<file path="config.mk">
export PLATFORM = sky130hd
export DESIGN_NAME = pftt_div
export DESIGN_NICKNAME = d
export VERILOG_FILES = /design/src/hw/rtl/packet_frame_timeline_table_defines.svh /design/src/hw/rtl/pftt_pkg.sv /design/src/hw/rtl/pftt_div.sv
export SDC_FILE = /design/constraint.sdc
export NUM_CORES = 1
export LEC_CHECK = 0
export BUFFER_PORTS_ARGS = -buffer_cell sky130_fd_sc_hd__buf_2
export CAP_MARGIN = 20
export CORE_AREA = 2 2 78 80
export CTS_BUF_LIST = sky130_fd_sc_hd__clkbuf_16
export DETAILED_ROUTE_END_ITERATION = 6
export DIE_AREA = 0 0 80 82
export PLACE_DENSITY = 0.65
export SYNTH_ARGS = -nofsm -noshare
export SYNTH_HDL_FRONTEND = slang
export SYNTH_SLANG_ARGS = --single-unit
</file>
<file path="constraint.sdc">
create_clock -name aclk -period 5.69 [get_ports aclk]
set_clock_uncertainty 0.1 [all_clocks]
set_input_delay 1.138 -clock aclk [delete_from_list [all_inputs] [get_ports aclk]]
set_output_delay 1.138 -clock aclk [all_outputs]
set_load 0.05 [all_outputs]
</file>
<file path="src/hw/rtl/packet_frame_timeline_table_defines.svh">
// Assertion macros shared by the timeline table RTL.
// No dependencies; included by modules that carry assertions.
`ifndef PACKET_FRAME_TIMELINE_TABLE_DEFINES_SVH
`define PACKET_FRAME_TIMELINE_TABLE_DEFINES_SVH

// Property that must hold at every edge outside reset.
`define PFT_ASSERT(label, clk, rstn, prop, msg) \
    label: assert property (@(posedge clk) disable iff (!rstn) (prop)) else $error(msg);

// Implication whose consequent is checked in the cycle after the condition.
`define PFT_ASSERT_NEXT(label, clk, rstn, cond, prop, msg) \
    label: assert property (@(posedge clk) disable iff (!rstn) (cond) |=> (prop)) \
        else $error(msg);

`endif

</file>
<file path="src/hw/rtl/pftt_pkg.sv">
// Types and constants of the packet frame timeline table.
// No dependencies.
package pftt_pkg;

    localparam int unsigned SLOTS_DEFAULT = 64;
    localparam logic [6:0] SLOT_COUNT_RESET = 7'd64;

    typedef enum logic [2:0] {
        KIND_EXPOSE  = 3'd0,
        KIND_NODATA  = 3'd1,
        KIND_LOOK_FR = 3'd2,
        KIND_LOOK_IX = 3'd3,
        KIND_RESET   = 3'd4
    } kind_t;

    localparam logic [1:0] ST_EMPTY   = 2'd0;
    localparam logic [1:0] ST_EXPOSED = 2'd1;
    localparam logic [1:0] ST_DONE    = 2'd2;

    typedef struct packed {
        logic [2:0]  kind;
        logic [31:0] packet_index;
        logic [47:0] buffer_addr;
        logic [15:0] buffer_capacity;
        logic [15:0] packet_size;
        logic        is_data;
        logic [47:0] first_frame;
        logic [7:0]  frame_count;
        logic [7:0]  block_size;
        logic [47:0] lookup_frame;
    } in_item_t;

    typedef struct packed {
        logic        ok;
        logic [5:0]  hit_slot;
        logic [31:0] hit_packet_index;
        logic [1:0]  hit_state;
        logic [47:0] hit_buffer_addr;
        logic [15:0] hit_packet_size;
        logic [47:0] hit_first_frame;
        logic [7:0]  hit_frame_count;
        logic [7:0]  hit_block_size;
        logic [31:0] hit_generation;
        logic [48:0] frame_high_water;
    } out_item_t;

    // One slot record as it sits in the memory (capacity is never read back).
    typedef struct packed {
        logic [31:0] packet_index;
        logic [47:0] buffer_addr;
        logic [15:0] size;
        logic        data_flag;
        logic [47:0] first_frame;
        logic [7:0]  frame_count;
        logic [7:0]  block_size;
        logic [1:0]  state;
        logic [31:0] generation;
    } slot_t;

endpackage

</file>
<file path="src/hw/rtl/pftt_div.sv">
// Serial restoring remainder of a 32-bit packet index by the slot count.
// Depends on pftt_pkg.
module pftt_div
    import pftt_pkg::*;
#(
    parameter int unsigned SLOTS = SLOTS_DEFAULT
) (
    input  logic                     aclk,
    input  logic                     aresetn,
    input  logic                     start,
    input  logic [31:0]              dividend,
    input  logic [$clog2(SLOTS):0]   divisor,
    output logic                     done,
    output logic [$clog2(SLOTS)-1:0] remainder
);
    localparam int unsigned RW = $clog2(SLOTS) + 1;

    logic [31:0]   quo_reg;
    logic [RW:0]   rem_reg;
    logic [5:0]    cnt_reg;
    logic          busy_reg;
    logic [RW:0]   trial;
    logic [RW:0]   shifted;

    assign shifted = {rem_reg[RW-1:0], quo_reg[31]};
    assign trial = shifted - {1'b0, divisor};

    always_ff @(posedge aclk) begin
        if (!aresetn) begin
            busy_reg <= 1'b0;
            cnt_reg  <= '0;
        end else if (start) begin
            busy_reg <= 1'b1;
            cnt_reg  <= 6'd32;
        end else if (busy_reg) begin
            cnt_reg <= cnt_reg - 6'd1;
            if (cnt_reg == 6'd1) begin
                busy_reg <= 1'b0;
            end
        end
    end

    always_ff @(posedge aclk) begin
        if (start) begin
            quo_reg <= dividend;
            rem_reg <= '0;
        end else if (busy_reg) begin
            quo_reg <= {quo_reg[30:0], 1'b0};
            rem_reg <= trial[RW] ? shifted : trial;
        end
    end

    assign done = busy_reg && (cnt_reg == 6'd1);
    // Remainder after the final step, valid in the cycle done is high.
    logic [RW:0] last_rem;
    assign last_rem = trial[RW] ? shifted : trial;
    assign remainder = last_rem[RW-2:0];
endmodule

</file>
# --- Yosys cells after proc, flatten, opt, wreduce, memory -nomap -nowiden ---
# Index checks and enable logic that the tools add are counted.
word_totals:
  input_bits: 42
  output_inout_bits: 7
  regBits: 46
op_classes:
  eq_ne: 1
  mux: 8
  bitwise_logic: 1
  n_reduce_logical: 3
  addsub: 2
ops:
  columns: ["op", "count"]
  rows:
  - ["two-way mux 32 bit", 2]
  - ["two-way mux 6 bit", 2]
  - ["subtractor 8 x 7 -> 8 bit", 1]
  - ["two-way mux 7 bit", 1]
  - ["equality test 6 x 1 -> 1 bit, second input constant", 1]
  - ["subtractor 6 x 1 -> 6 bit, second input constant", 1]
  - ["two-way mux 1 bit", 3]
  - ["nonzero test 2 bit", 1]
  - ["OR reduction 2 bit", 1]
  - ["logical AND 1 bit", 1]
  - ["NOT 1 bit", 1]

# --- Logic depth before layout (Yosys ltp) ---
depth:
  word_depth: 4
  ltp_mapped: 9
  depth_no_buf: 8

# --- Least setup slack after synthesis ---
# Ideal clock, no wire load.
synth_path:
  path_type: "input port to output port"
  start: "input divisor[6]"
  end: "output remainder[4]"
  required_ns: 4.452
  t_arrival_ns: 2.841
  setup_slack_ns: 1.611
  path_buffers: 1
  cell_stages: 8
  cell_sequence: "inv_1 > ha_1 > a21oi_2 > nand2_1 > o21a_2 > or4_4 > nand2_1 > buf_4"
synth_via:
  elab_chain_cells: 2
synth_lines:
  columns: ["item", "line_no", "text"]
  rows:
  - ["start, declared", "pftt_div.sv:12", "input logic [$clog2(SLOTS):0] divisor,"]
  - ["subtractor 8 x 7 -> 8 bit", "pftt_div.sv:26", "assign trial = shifted - {1'b0, divisor};"]
  - ["two-way mux 7 bit", "pftt_div.sv:56", "assign last_rem = trial[RW] ? shifted : trial;"]
  - ["end, declared", "pftt_div.sv:14", "output logic [$clog2(SLOTS)-1:0] remainder"]
# Every way passes these cells.

# --- Worst setup path in the final report ---
# Same ends and word-level chain as after synthesis.

==> metrics.md <==
| Metric | Value |
|---|---|
| RR Endpoint | rem_reg[4]$_SDFFE_PP0P_ |
| Cells after synthesis | 213 |
| Post-synthesis register bit count | 46 |
| Startpoint types | input pin |
| Multi-input gate area | 0.00112 sq mm |
| I/O Buffers | 48 |
| Hold Path End | cnt_reg[1]$_SDFFE_PP0P_ |
| Hold Violations, Final | 0 |
| Top cells by count, synth | 32 x edfxtp_1, 31 x mux2_2, 16 x nor2_1 |
| Mapped Area | 0.00247 sq mm |
| Register share of total power | 0.473 |
| RD Place Congestion | 0.817 |
| CTS tree | yes |
| Post-synth EDFFs | 32 |
| Leading area contributor after synthesis | edfxtp_1 |
| Synth Warn # | 0 |
| Overall routing resource usage | 0.140 |
| Worst setup path class | input pin to output port |
| Synth top area share | 0.389 |
| Max reg flops | 32 |
| Die area | 0.00656 sq mm |
| Crit-path slowest cell | or4_4 |
| Worst setup EP type | output port |
| Final nets | 307 |
| Top cells by area, synth | edfxtp_1 39%, mux2_2 14%, dfxtp_1 11%, ha_1 4.6%, nor2_1 2.4% |
| FF+latch area | 0.00124 sq mm |
| Cell with the most instances after synthesis | edfxtp_1 |
| Switching part of the total | 0.276 |
| Mean area per synthesized cell | 11.6 sq um |
| Reg clk slew, reported paths | 0.06 ns |
| Synth Flop Type | edfxtp_1 |
| Worst Hold Class | flop to flop |
| Status | completed |
| Final min period | 4.35 ns |
| Max transition margin | 0.393 |
| Post-CTS setup buffers | 0 |
| RSZ-0062 raised after global routing | no |
| Setup TNS | 0 ns |
| Root Driver | clkbuf_16 |
| HPWL Detailed | 3060 microns |
| R2r setup slk | 3.33 ns |
| Clock power share | 0.307 |
| Comb pwr share | 0.220 |
| First-pass DRT Iterations | 4 |
| Crit path cell chain | buf_2 > inv_1 > ha_1 > a21oi_2 > nand2_1 > o21a_2 > or4_4 > nand2_1 > buf_2 |
| Via count | 1680 |
| Total grt overflow | 0 |
| Int Power | 631 uW |
| Largest net degree at the start of global routing | 46 |
| Diodes inserted | 0 |
| Max Fanout on Critical Path | 10 |
| Die X | 80 microns |
| Post_cts resized | 0 |
| Vias in the first global route | 1544 |
| Slew @ Worst Pin | 0.911 ns |
| Cell depth of the worst hold path | 2 |
| Initial antenna violation count | 0 |
| Fmax | 230 MHz |
| First-pass GRT wire length | 7010 microns |
| Register-to-Register Path Depth | 8 |
| Post-route ant nets | 0 |
| Total routed wirelength | 4350 microns |
| Core ar. | 0.00575 sq mm |
| Critical Path AT | 3.11 ns |
| Pwr dens | 304 mW/mm^2 |
| Clk buf depth | 2 |
| Fillers | 552 |
| Top cell family by delay on the critical path | simple AND/OR/NAND/NOR gates |
| WP depth | 9 |
| Hold_ws | 0.397 ns |
| Die height | 82 microns |
| Num rows | 28 |
| Critical hold path startpoint | cnt_reg[1]$_SDFFE_PP0P_ |
| Post-synthesis sequential area ratio | 0.502 |
| DR vias/cell | 5.09 |
| FFs w/ async S/R, synth | 0 |
| Count of cell types in the netlist | 47 |
| CTS H-Tree Depth | 2 |
| Critical R2R Launch | quo_reg[31]$_DFFE_PP_ |
| DRC viols | 0 |
| Post-synth net total | 265 |
| Clk_lat worst skew | 0.28 ns |
| Leakage | 0.00118 uW |
| Met3 wire length | 259 microns |
| Starting Density | 0.430 |
| Share of cells above drive strength 1 | 0.384 |
| Met1 WL | 2050 microns |
| MaxCap Viol Count | 0 |
| Worst Path Buf+Inv | 3 |
| Max-slew violation count | 0 |
| # IOs | 49 |
| WL/cell | 13.2 microns |
| Area grow syn2layout | 16.1% |
| DR iter-0 viols | 55 |
| Clock buffer count from CTS | 5 |
| Crit-path max cell delay | 0.55 ns |
| Tcrit/Tclk final | 0.764 |
| Met2 WL post-DR | 1950 microns |
| WP data required | 4.45 ns |
| # clock sinks | 46 |
| Hold-fix buffers, CTS | 0 |
| Worst VDD drop | 0.000180 V |
| Switch Pwr | 241 uW |
| DR top layer | met4 |
| Setup violators final | 0 |
[cell families after synthesis]
logic type	Yosys count	synth area share
multiplexers	31	0.141
AO/OA/AOI/OAI	40	0.120
flip-flops	46	0.502
buffers and inverters	24	0.0455
adder cells (fa/ha/maj)	10	0.0536
XOR/XNOR	5	0.0177
AND/OR/NAND/NOR	57	0.120
[cell type report]
| class | instances | area share |
|---|---|---|
| inverter | 11 | 0.0144 |
| clock buffer | 5 | 0.0436 |
| timing repair buffer | 48 | 0.0837 |
| tap | 75 | 0.0327 |
| multi-input combinational | 143 | 0.390 |
| clock inverter | 2 | 0.00349 |
| sequential | 46 | 0.432 |
[cells in the final DEF (no fill, tap or decap), types with 2 or more instances in the layout]
master	synthesis	final
nor2_1	16	16
ha_1	9	9
dfxtp_1	14	14
buf_2	0	48
nor2b_1	2	2
clkbuf_16	0	5
a211oi_1	3	3
nor3_1	3	3
o21ai_1	9	9
o21ai_0	4	4
nand3_1	2	2
nand2_1	13	13
o21a_2	2	2
a21oi_1	6	6
nand4_1	2	2
nand2b_1	6	6
or3_1	2	2
clkinv_2	0	2
mux2_2	31	31
inv_1	11	11
a311oi_1	5	5
edfxtp_1	32	32
xor2_1	4	4
[layer usage]
metal	up-vias	track usage
li1	859	-
met4	0	0.0627
met2	36	0.213
met5	-	0
met3	6	0.0462
met1	779	0.183
[power by group through the flow]
stage | combinational (uW) | sequential [uW] | clock, uW
after floorplan | 164 | 412 | 0
after global placement | 190 | 419 | 0
after detailed placement | 192 | 420 | 0
after CTS | 194 | 413 | 279
after global routing | 212 | 417 | 292
final | 192 | 413 | 267
[through the flow]
step           utilization  setup WS [ns]  area [sq um]  power (uW)  cells
6_report             0.500           1.34          2870         872    330
5_1_grt              0.500           1.24          2870         920    330
4_1_cts              0.500           1.34          2870         885    330
3_5_place_dp         0.476           1.34          2740         612    323
3_3_place_gp         0.476           1.38          2740         609    323
2_1_floorplan            -           1.61          2470         576    213
[worst register-to-register path, cell delays in order, from the launching register on]
cell	delay [ns]
edfxtp_1	0.35
inv_1	0.07
ha_1	0.20
fa_1	0.38
nand2b_1	0.22
a21oi_1	0.15
nor2_1	0.05
or4_4	0.49
a311oi_2	0.27
[how the worst max path moves through the flow]
stage	start	end	slack, ns
final	divisor[6]	remainder[4]	1.34
after global routing	divisor[6]	remainder[4]	1.24
after CTS	divisor[6]	remainder[4]	1.34
after detailed placement	divisor[6]	remainder[4]	1.34
after global placement	divisor[6]	remainder[4]	1.38
after floorplan	divisor[6]	remainder[4]	1.61
Power figures use the tool's default switching activity.
